===== src/sv/tlbpt_pkg.sv =====
// Shared types and constants for the TLB / page table translator.
// No dependencies; the top level and the testbench refer to it by scoped names.
package tlbpt_pkg;

  // Fixed field widths of the address channels.
  localparam int VA_W = 16;
  localparam int PA_W = 16;

  // Sequencer states, one-hot.
  typedef enum logic [3:0] {
    ST_CLEAR  = 4'b0001,
    ST_IDLE   = 4'b0010,
    ST_LOOKUP = 4'b0100,
    ST_WALK   = 4'b1000
  } state_t;

endpackage


===== src/sv/tlbpt_ram.sv =====
// Generic single-write, single-read RAM with a registered read port.
// No dependencies.
module tlbpt_ram #(
  parameter int WIDTH = 8,
  parameter int DEPTH = 256
) (
  input  logic                     clk,
  input  logic                     we,
  input  logic [$clog2(DEPTH)-1:0] waddr,
  input  logic [WIDTH-1:0]         wdata,
  input  logic [$clog2(DEPTH)-1:0] raddr,
  output logic [WIDTH-1:0]         rdata_r
);

  logic [WIDTH-1:0] mem [DEPTH];

  always_ff @(posedge clk) begin
    if (we) begin
      mem[waddr] <= wdata;
    end
    rdata_r <= mem[raddr];
  end

endmodule


===== src/sv/tlbpt_cell.sv =====
// One TLB slot of the FIFO shift chain: holds a tag, a frame and a valid bit.
// No dependencies; instantiated in a row by the top level.
module tlbpt_cell #(
  parameter int TAG_W   = 8,
  parameter int FRAME_W = 8
) (
  input  logic               clk,
  input  logic               rst_n,
  input  logic               shift_en,
  input  logic               prev_valid,
  input  logic [TAG_W-1:0]   prev_tag,
  input  logic [FRAME_W-1:0] prev_frame,
  input  logic [TAG_W-1:0]   lookup_tag,
  output logic               valid,
  output logic [TAG_W-1:0]   tag,
  output logic [FRAME_W-1:0] frame,
  output logic               match
);

  logic               valid_r;
  logic [TAG_W-1:0]   tag_r;
  logic [FRAME_W-1:0] frame_r;

  // Take the neighbor's entry on an insert; the last cell's entry drops off.
  always_ff @(posedge clk) begin
    if (!rst_n) begin
      valid_r <= 1'b0;
    end else if (shift_en) begin
      valid_r <= prev_valid;
    end
  end

  always_ff @(posedge clk) begin
    if (shift_en) begin
      tag_r   <= prev_tag;
      frame_r <= prev_frame;
    end
  end

  assign valid = valid_r;
  assign tag   = tag_r;
  assign frame = frame_r;
  assign match = valid_r && (tag_r == lookup_tag);

endmodule


===== src/sv/tlbpt_page_table_translator_unit.sv =====
// Top level of the translator: input modulo stage, TLB cell chain, page table RAM.
// Depends on tlbpt_pkg, tlbpt_cell and tlbpt_ram.
//
// Translates a 16-bit virtual address into a 16-bit physical address, one
// transfer at a time. The page number (bits above OFFSET_BITS, reduced
// modulo PAGE_COUNT) is searched in a fully associative TLB built as a row of
// TLB_ENTRIES cells. The row is a shift chain: a miss pushes the new
// page/frame pair into the first cell and every cell hands its entry to its
// neighbor, so the oldest entry falls out of the last cell (FIFO
// replacement). On a miss the page table RAM (one valid bit plus frame per
// page) is read; an invalid entry raises page_fault, takes the next frame in
// sequence and is written back. A TLB hit passes through the accept cycle in
// IDLE, then the cell compare in LOOKUP, where the result register loads.
// A miss goes on from LOOKUP to WALK, the extra state being the registered
// read of the page table RAM, and loads the result from WALK. While the
// output register holds a result that is not taken, a hitting lookup or
// the walk holds until the result is taken. The next input is taken while a
// result still waits in the output register. After reset the block sweeps
// the page table to clear its valid bits, one entry per cycle, with in_ready
// low throughout.
module tlb_page_table_translator_unit #(
  parameter int TLB_ENTRIES = 16,
  parameter int PAGE_COUNT  = 256,
  parameter int OFFSET_BITS = 8
) (
  input  logic                         clk,
  input  logic                         rst_n,
  input  logic                         in_valid,
  output logic                         in_ready,
  input  logic [tlbpt_pkg::VA_W-1:0]   in_virtual_address,
  output logic                         out_valid,
  input  logic                         out_ready,
  output logic [tlbpt_pkg::PA_W-1:0]   out_phys_addr,
  output logic                         out_tlb_hit,
  output logic                         out_page_fault
);

  // Page number and frame number share one width: frames never run past pages.
  localparam int PG_W    = $clog2(PAGE_COUNT);
  localparam int FRAME_W = PG_W;
  localparam int VPN_W   = (OFFSET_BITS < tlbpt_pkg::VA_W) ?
                           (tlbpt_pkg::VA_W - OFFSET_BITS) : 1;
  localparam int MOD_W   = VPN_W + 1;
  // Quotient bits of vpn / PAGE_COUNT: one compare-subtract step each.
  localparam int QSTEPS  = (VPN_W >= PG_W) ? (VPN_W - PG_W + 1) : 1;
  localparam int PTE_W   = FRAME_W + 1;

  tlbpt_pkg::state_t state_r, state_nxt;

  logic [PG_W-1:0]        page_r;
  logic [OFFSET_BITS-1:0] offset_r;
  logic [PG_W-1:0]        clr_cnt_r;
  logic [FRAME_W-1:0]     free_cnt_r;

  logic                   out_valid_r;
  logic [tlbpt_pkg::PA_W-1:0] out_pa_r;
  logic                   out_hit_r;
  logic                   out_fault_r;

  // ---------------------------------------------------------------------
  // Input: split the address and reduce the page number modulo PAGE_COUNT.
  // ---------------------------------------------------------------------
  logic [31:0]      va_shifted;
  logic [MOD_W-1:0] rem;
  logic [PG_W-1:0]  in_page;

  always_comb begin
    va_shifted = 32'(in_virtual_address) >> OFFSET_BITS;
    rem        = MOD_W'(va_shifted[VPN_W-1:0]);
    for (int k = QSTEPS - 1; k >= 0; k--) begin
      if (33'(rem) >= (33'(PAGE_COUNT) << k)) begin
        rem = rem - MOD_W'(33'(PAGE_COUNT) << k);
      end
    end
    in_page = PG_W'(rem);
  end

  // ---------------------------------------------------------------------
  // Handshake and sequencing.
  // ---------------------------------------------------------------------
  logic in_xfer;
  logic out_free;
  logic tlb_hit;
  logic walk_done;
  logic lookup_done;

  assign in_ready    = (state_r == tlbpt_pkg::ST_IDLE);
  assign in_xfer     = in_valid && in_ready;
  assign out_free    = !out_valid_r || out_ready;
  assign lookup_done = (state_r == tlbpt_pkg::ST_LOOKUP) && tlb_hit && out_free;
  assign walk_done   = (state_r == tlbpt_pkg::ST_WALK) && out_free;

  always_comb begin
    state_nxt = state_r;
    unique case (state_r)
      tlbpt_pkg::ST_CLEAR: begin
        if (clr_cnt_r == PG_W'(PAGE_COUNT - 1)) begin
          state_nxt = tlbpt_pkg::ST_IDLE;
        end
      end
      tlbpt_pkg::ST_IDLE: begin
        if (in_xfer) begin
          state_nxt = tlbpt_pkg::ST_LOOKUP;
        end
      end
      tlbpt_pkg::ST_LOOKUP: begin
        // Hold on a hit until the output register frees up.
        if (!tlb_hit) begin
          state_nxt = tlbpt_pkg::ST_WALK;
        end else if (out_free) begin
          state_nxt = tlbpt_pkg::ST_IDLE;
        end
      end
      tlbpt_pkg::ST_WALK: begin
        if (out_free) begin
          state_nxt = tlbpt_pkg::ST_IDLE;
        end
      end
      default: state_nxt = tlbpt_pkg::ST_CLEAR;
    endcase
  end

  always_ff @(posedge clk) begin
    if (!rst_n) begin
      state_r   <= tlbpt_pkg::ST_CLEAR;
      clr_cnt_r <= '0;
    end else begin
      state_r <= state_nxt;
      if (state_r == tlbpt_pkg::ST_CLEAR) begin
        clr_cnt_r <= clr_cnt_r + PG_W'(1);
      end
    end
  end

  always_ff @(posedge clk) begin
    if (in_xfer) begin
      page_r   <= in_page;
      offset_r <= in_virtual_address[OFFSET_BITS-1:0];
    end
  end

  // ---------------------------------------------------------------------
  // Page table RAM: {valid, frame} per page.
  // ---------------------------------------------------------------------
  logic              pt_we;
  logic [PG_W-1:0]   pt_waddr;
  logic [PTE_W-1:0]  pt_wdata;
  logic [PTE_W-1:0]  pt_rdata;
  logic              pte_valid;
  logic [FRAME_W-1:0] pte_frame;
  logic              fault;

  assign pte_valid = pt_rdata[PTE_W-1];
  assign pte_frame = pt_rdata[FRAME_W-1:0];
  assign fault     = !pte_valid;

  always_comb begin
    pt_we    = 1'b0;
    pt_waddr = page_r;
    pt_wdata = {1'b1, free_cnt_r};
    if (state_r == tlbpt_pkg::ST_CLEAR) begin
      // Sweep: drop every valid bit.
      pt_we    = 1'b1;
      pt_waddr = clr_cnt_r;
      pt_wdata = '0;
    end else if (walk_done && fault) begin
      // Record the freshly allocated frame.
      pt_we = 1'b1;
    end
  end

  tlbpt_ram #(
    .WIDTH (PTE_W),
    .DEPTH (PAGE_COUNT)
  ) u_page_table (
    .clk     (clk),
    .we      (pt_we),
    .waddr   (pt_waddr),
    .wdata   (pt_wdata),
    .raddr   (page_r),
    .rdata_r (pt_rdata)
  );

  // Advance the free frame counter on every fault.
  always_ff @(posedge clk) begin
    if (!rst_n) begin
      free_cnt_r <= '0;
    end else if (walk_done && fault) begin
      free_cnt_r <= free_cnt_r + FRAME_W'(1);
    end
  end

  // ---------------------------------------------------------------------
  // TLB: row of cells, shifted once per miss.
  // ---------------------------------------------------------------------
  logic [FRAME_W-1:0] walk_frame;
  logic               tlb_shift;
  logic               cell_valid [TLB_ENTRIES];
  logic [PG_W-1:0]    cell_tag   [TLB_ENTRIES];
  logic [FRAME_W-1:0] cell_frame [TLB_ENTRIES];
  logic [TLB_ENTRIES-1:0] cell_match;

  assign walk_frame = pte_valid ? pte_frame : free_cnt_r;
  assign tlb_shift  = walk_done;

  for (genvar i = 0; i < TLB_ENTRIES; i++) begin : g_cell
    if (i == 0) begin : g_head
      tlbpt_cell #(
        .TAG_W   (PG_W),
        .FRAME_W (FRAME_W)
      ) u_cell (
        .clk        (clk),
        .rst_n      (rst_n),
        .shift_en   (tlb_shift),
        .prev_valid (1'b1),
        .prev_tag   (page_r),
        .prev_frame (walk_frame),
        .lookup_tag (page_r),
        .valid      (cell_valid[i]),
        .tag        (cell_tag[i]),
        .frame      (cell_frame[i]),
        .match      (cell_match[i])
      );
    end else begin : g_body
      tlbpt_cell #(
        .TAG_W   (PG_W),
        .FRAME_W (FRAME_W)
      ) u_cell (
        .clk        (clk),
        .rst_n      (rst_n),
        .shift_en   (tlb_shift),
        .prev_valid (cell_valid[i-1]),
        .prev_tag   (cell_tag[i-1]),
        .prev_frame (cell_frame[i-1]),
        .lookup_tag (page_r),
        .valid      (cell_valid[i]),
        .tag        (cell_tag[i]),
        .frame      (cell_frame[i]),
        .match      (cell_match[i])
      );
    end
  end

  // At most one cell matches (pages enter only on a miss), so AND-OR select.
  logic [FRAME_W-1:0] hit_frame;

  always_comb begin
    hit_frame = '0;
    for (int i = 0; i < TLB_ENTRIES; i++) begin
      hit_frame = hit_frame | (cell_frame[i] & {FRAME_W{cell_match[i]}});
    end
  end

  assign tlb_hit = |cell_match;

  // ---------------------------------------------------------------------
  // Result register.
  // ---------------------------------------------------------------------
  logic [FRAME_W-1:0] res_frame;
  logic [31:0]        pa_wide;
  logic               res_load;

  assign res_frame = (state_r == tlbpt_pkg::ST_LOOKUP) ? hit_frame : walk_frame;
  assign pa_wide   = (32'(res_frame) << OFFSET_BITS) | 32'(offset_r);
  assign res_load  = lookup_done || walk_done;

  always_ff @(posedge clk) begin
    if (!rst_n) begin
      out_valid_r <= 1'b0;
    end else if (res_load) begin
      out_valid_r <= 1'b1;
    end else if (out_ready) begin
      out_valid_r <= 1'b0;
    end
  end

  always_ff @(posedge clk) begin
    if (res_load) begin
      out_pa_r    <= pa_wide[tlbpt_pkg::PA_W-1:0];
      out_hit_r   <= lookup_done;
      out_fault_r <= walk_done && fault;
    end
  end

  assign out_valid      = out_valid_r;
  assign out_phys_addr  = out_pa_r;
  assign out_tlb_hit    = out_hit_r;
  assign out_page_fault = out_fault_r;

  // ---------------------------------------------------------------------
  // Assertions.
  // ---------------------------------------------------------------------
  a_match_unique: assert property (@(posedge clk) disable iff (!rst_n)
    (state_r == tlbpt_pkg::ST_LOOKUP) |-> $onehot0(cell_match))
    else $error("more than one TLB cell matches the page");

  a_hit_xor_fault: assert property (@(posedge clk) disable iff (!rst_n)
    out_valid_r |-> !(out_hit_r && out_fault_r))
    else $error("result flags both hit and fault");

  a_fault_advances: assert property (@(posedge clk) disable iff (!rst_n)
    (walk_done && fault) |=> (free_cnt_r == $past(free_cnt_r) + FRAME_W'(1)))
    else $error("fault did not advance the free frame counter");

  a_miss_shifts_in: assert property (@(posedge clk) disable iff (!rst_n)
    walk_done |=> (cell_valid[0] && (cell_tag[0] == $past(page_r))))
    else $error("missed page was not pushed into the head TLB cell");

endmodule


===== config.mk =====
export PLATFORM = sky130hd
export DESIGN_NAME = tlb_page_table_translator_unit
export DESIGN_NICKNAME = d
export VERILOG_FILES = /design/src/sv/tlbpt_pkg.sv /design/src/sv/tlbpt_ram.sv /design/src/sv/tlbpt_cell.sv /design/src/sv/tlbpt_page_table_translator_unit.sv
export SDC_FILE = /design/constraint.sdc
export NUM_CORES = 2
export LEC_CHECK = 0
export BUFFER_PORTS_ARGS = -buffer_cell sky130_fd_sc_hd__buf_4
export CAP_MARGIN = 30
export CELL_PAD_IN_SITES_DETAIL_PLACEMENT = 1
export CELL_PAD_IN_SITES_GLOBAL_PLACEMENT = 2
export CORE_MARGIN = 10
export CORE_UTILIZATION = 50
export CTS_CLUSTER_DIAMETER = 50
export DETAILED_ROUTE_END_ITERATION = 10
export PLACE_DENSITY_LB_ADDON = 0.08
export SLEW_MARGIN = 20
export SYNTH_ARGS = -nofsm -noshare
export SYNTH_HDL_FRONTEND = slang
export SYNTH_SLANG_ARGS = --single-unit
export TNS_END_PERCENT = 1

===== constraint.sdc =====
create_clock -name clk -period 13.05 [get_ports clk]
set_input_delay 2.61 -clock clk [delete_from_list [all_inputs] [get_ports clk]]
set_output_delay 2.61 -clock clk [all_outputs]
set_load 0.1 [all_outputs]

Yosys cells after proc, flatten, opt, wreduce, memory -nomap -nowiden:

Memory sizes are Yosys's and may differ from the RTL's. A register that Yosys moved wholly into a read port is not among the register bits.
Index checks and enable logic that the tools add are counted.

* output and inout port bits: 20
* bits in writable memories: 2304
* bits of input ports: 20
* memories: 1
* flip-flop bits (word level): 327

Memories
* u_page_table.mem: words 256, width 9, rd ports 1, clocked after memory_dff 1, wr ports 1, RTL line tlbpt_ram.sv:15 `logic [WIDTH-1:0] mem [DEPTH];`

* reduce and logical (&&, ||, !) cells: 28
* bitwise gates (word level): 32
* equality and inequality tests: 23
* add/sub/neg operators: 2
* mux-type cells: 15

Operators by type and width (number)
* $and A8 B8 Y8: 16
* $eq A8 B8 Y1: 16
* $or A8 B8 Y8: 15
* $mux W8: 3
* $logic_and A1 B1 Y1: 21
* $add A8 B1 Y8 const B: 2
* $mux W4: 4
* $or A16 B8 Y16: 1
* $pmux W4 S4: 1
* $reduce_or A16 Y1: 1
* $mux W9: 1
* $eq A8 B8 Y1 const B: 1
* $mux W1: 6
* $eq A4 B1 Y1 const B: 1
* $eq A4 B2 Y1 const B: 1
* $eq A4 B3 Y1 const B: 1
* $eq A4 B4 Y1 const B: 1
* $logic_not A1 Y1: 2
* $logic_or A1 B1 Y1: 2
* $ne A2 B1 Y1 const B: 1
* $ne A2 B2 Y1 const B: 1
* $reduce_and A2 Y1: 1
* $reduce_bool A2 Y1: 1

Depth between registers and ports, before layout:

* word-level depth: 20
* depth in mapped cells: 11

Cells and area by module:

Synthesis repeated with hierarchy kept, for this count alone.

* cell total of the unflattened synthesis: 5031
* area, all modules: 102219.3 um^2

Modules (own cells, without submodules)
* tlbpt_ram: area each 89278.1 um^2, instances 1, cells an instance 4237
* tlbpt_cell: area each 611.8 um^2, instances 16, cells an instance 31
* tlb_page_table_translator_unit: area each 3151.8 um^2, instances 1, cells an instance 298

Least setup slack after synthesis:

OpenSTA, ideal clock, no wires.

* path type: input to register
* from: in out_ready
* to: reg g_cell[0].g_head.u_cell.frame_r[0], enable pin
* arrival time: 10158 ps
* stages on the path: 4
* setup slack: 2172 ps
* data required time: 12330 ps
* cell sequence: nand2b_1 nand2_1 clkinv_1 clkbuf_1

* longest elaborated chain between the ends: 2

RTL lines
* start: declaration: RTL line tlbpt_page_table_translator_unit.sv:32 `input logic out_ready,`
* $logic_or A1 B1 Y1: RTL line tlbpt_page_table_translator_unit.sv:89 `assign out_free = !out_valid_r || out_ready;`
* $logic_and A1 B1 Y1: RTL line tlbpt_page_table_translator_unit.sv:91 `assign walk_done = (state_r == tlbpt_pkg::ST_WALK) && out_free;`
* named net g_cell[0].g_head.u_cell.shift_en: RTL line tlbpt_cell.sv:9 `input logic shift_en,`
* end signal: assignment: RTL line tlbpt_cell.sv:36 `frame_r <= prev_frame;`
* end: declaration: RTL line tlbpt_cell.sv:22 `logic [FRAME_W-1:0] frame_r;`

The timed path passes the listed nets, and every way through them passes these cells.
A chain may end at the register's enable or synchronous reset.

==> flow_summary_export.csv <==
group,metric,value,unit
setup_path,cp.arrival,6.37,ns
placement,place_ws,6.48,ns
detailed_routing,wl_met3,16700,µm
yosys,synth_xor_area_share,1.21,%
clocking,postCtsSetupRepairBufs,0,
final_layout,nets,5255,
yosys,syn-cell-area,102000,µm²
yosys,yosys.area_share.simple,3.31,%
clocking,cts_hold_buf,0,
setup_path,path_cells,"buf_4 -> buf_12 -> buf_4 -> buf_4 -> mux4_2 -> a22o_1 -> a211oi_1 -> nor4_1 -> o22ai_1 -> nor3_2",
final_layout,areaGrowthSynthToFinish,12.7,%
global_route,grt_pass1_vias,53000,
clocking,clock-sinks,2640,
sta,hold_violations,0,
yosys,synth_cells,5072,
sta,finalSetupTns,0,ns
floorplan,initial_utilization,50.2,%
floorplan,die_height,473,µm
sta,finalMaxSlewViolations,0,
placement,placed_cells,7607,
global_route,antenna_found_initial,12,
global_route,grtUsageTotal,25.2,%
setup_path,worstPathMaxFanout,115,
setup_path,crit_path_frequent_cell,"buf_4",
detailed_routing,avgViaCountPerCell,6.26,
detailed_routing,ant_nets,0,
setup_path,cp.required,13.90,ns
floorplan,row_count,166,
setup_path,worstSetupStartpointType,"flip-flop",
placement,portBuffers,39,
yosys,yosysSeqAreaShare,77.0,%
setup_path,slowest_stage,"buf_4",
power_and_ir_drop,peakVddDrop,0.145,mV
sta,relSlewSlack,18.7,%
yosys,ys_async_sr_fraction,0,%
yosys,ys_warn_count,0,
sta,finalSetupViolCount,0,
sta,fin_skew,0.0357,ns
clocking,htreeDepth,5,
detailed_routing,routedWlPerCell,34.9,µm
global_route,grt_pass1_wl,405000,µm
clocking,clk_latency,0.92,ns
job,drv_cap,0,
power_and_ir_drop,pwr_density_cell,153,nW/µm²
setup_path,critical_path.top_delay_family,"buffers and inverters",
yosys,synth_fa_ha_area_share,0.0244,%
yosys,avgSynthCellArea,20.2,µm²
status,outcome,"finished clean",
sta,fmax,181,MHz
placement,dp_hpwl,171000,µm
yosys,ys_ff_latch,2640,
sta,worst_slew_pin_slew,1.22,ns
sta,final.min_clock_period,5.52,ns
floorplan,die_x,473,µm
sta,holdWs,0.413,ns
detailed_routing,num_vias,51100,
detailed_routing,dr_wl_met2,137000,µm
final_layout,post-route-util,56.5,%
clocking,ctsResizeCount,0,
min_path,hold_class,"reg2reg",
clocking,cts_tree,"built",
sta,timing.final.ws_setup,7.53,ns
floorplan,coreArea,204000,µm²
yosys,synth.area.mux_share,12.3,%
yosys,synth_nets,5094,
final_layout,fin_cells,8151,
yosys,synth_edf_count,2594,
detailed_routing,finalWirelength,285000,µm
yosys,ys.flop_type,"edfxtp_1",
yosys,yosysUniqueCellTypes,77,
yosys,synth-compound-area-share,4.37,%
clocking,root_buffer,"clkbuf_16",
detailed_routing,drt_iter0_drc,5796,
detailed_routing,dr.pass1.iters,6,
setup_path,critical_path_class,"reg2reg",
floorplan,num_io_pins,40,
detailed_routing,routed.top_layer,"met4",
global_route,grt_overflow,0,
setup_path,worstPathBufferInverterCount,4,
power_and_ir_drop,p_leak,41.1,nW
sta,rsz0062_at_grt,"no",
yosys,synth_top_family_by_area,"multiplexers",
clocking,cts_buffers,307,
setup_path,slowest_delay,0.90,ns
clocking,cts.clk_slew.worst_paths,0.06,ns
final_layout,drive_above_1_share,21.3,%
placement,gp_congestion,0.819,
sta,fin_crit_sh,42.3,%
detailed_routing,drc,0,
global_route,grt_max_degree,157,
floorplan,die-area,223000,µm²
clocking,clockBufferDepth,4,
setup_path,end_kind,"flip-flop",
detailed_routing,wl_met1,122000,µm
-- layout by cell type (no fill, tap or decap), drive strengths merged, types with 80 or more instances in the layout --
cell / instances
xor2: 80
buf: 157
edfxtp: 2594
nor2: 273
mux4: 430
a21oi: 99
mux2i: 245
nand2: 156
a22oi: 167
clkbuf: 370
clkinv: 98
-- cells by family after synthesis --
group | Yosys count
fa+ha+maj | 2
buf+inv | 319
compound gates | 578
flops | 2640
xor+xnor | 142
mux | 716
simple gates | 675
-- where the power goes --
part / internal, mW / leakage, nW / switching (mW)
logic: 0.0133 / 7.57 / 0.0479
clock network: 5.05 / 4.76 / 3.36
registers: 9.18 / 28.8 / 0.00516
total: 14.2 / 41.1 / 3.42
-- worst paths after layout --
kind | startpoint | endpoint | slack [ns] | cells past startpoint
setup / recovery | page_r[1] | u_page_table.rdata_r[7] | 7.53 | 10
hold / removal | offset_r[4] | out_phys_addr[4] | 0.41 | 0
setup reg to reg | page_r[1] | u_page_table.rdata_r[7] | 7.53 | 10
hold reg to reg | offset_r[4] | out_phys_addr[4] | 0.41 | 0
-- per-stage QoR --
| step | total power, mW | instance area [µm²] |
|---|---|---|
| finish | 17.7 | 115000 |
| global route | 18.2 | 115000 |
| CTS | 17.8 | 115000 |
| detailed placement | 9.42 | 106000 |
| global placement | 9.42 | 105000 |
| floorplan | 9.38 | 102000 |
-- routing by layer --
layer	vias up	global-route usage, %
met1	27500	35.9
met4	0	7.51
li1	21300	-
met3	397	3.94
met2	1908	40.5
met5	-	0
-- cell type report --
class	instances	area [µm²]
Clock buffer	370	8140
Timing Repair Buffer	157	1460
Antenna cell	7	17.5
Inverter	14	67.6
Multi-Input combinational cell	2113	21900
Sequential cell	2640	78800
Tap cell	2688	3360
Fill cell	17300	88700
Clock inverter	162	1660
-- Yosys cell counts, types with 8 or more instances --
cell       number  area share (%)
a211oi_1       40            0.29
a21boi_0       17            0.12
a21oi_1        99            0.48
a221oi_1       26            0.22
a22o_1         62            0.53
a22oi_1       158             1.2
a22oi_2         9            0.11
a41oi_1         8           0.068
and2_1         33            0.20
and3_1         13           0.079
and4_1         13            0.11
buf_1          10           0.037
buf_2          97            0.47
buf_4          67            0.49
buf_6          36            0.40
clkbuf_1       95            0.35
dfxtp_1        46            0.90
edfxtp_1     2594              76
inv_1          12           0.044
mux2_2         41            0.45
mux2i_1       245             2.4
mux4_2        430             9.5
nand2_1       151            0.55
nand3_1        22            0.11
nand4_1        54            0.33
nor2_1        270            0.99
nor2b_1        24            0.15
nor3_1         19           0.093
nor3_2          8           0.078
nor4_1          8           0.049
nor4_2         15            0.18
o2111ai_1      35            0.30
o221ai_1       61            0.52
o221ai_2       11            0.16
o22ai_1        10           0.061
o311a_1         8           0.078
xnor2_1        62            0.53
xor2_1         80            0.68
-- sequential cells by signal, indices dropped and copies added (netlist names), 4 cells and up --
register,flops
clr_cnt_r,8
g_cell.g_body.u_cell.tag,120
u_page_table.mem,2304
state_r,4
offset_r,8
u_page_table.rdata_r,9
g_cell.g_head.u_cell.frame,8
g_cell.g_body.u_cell.valid,15
page_r,8
free_cnt_r,8
g_cell.g_head.u_cell.tag,8
out_phys_addr,16
g_cell.g_body.u_cell.frame,120
(Power assumes the default switching activity.)
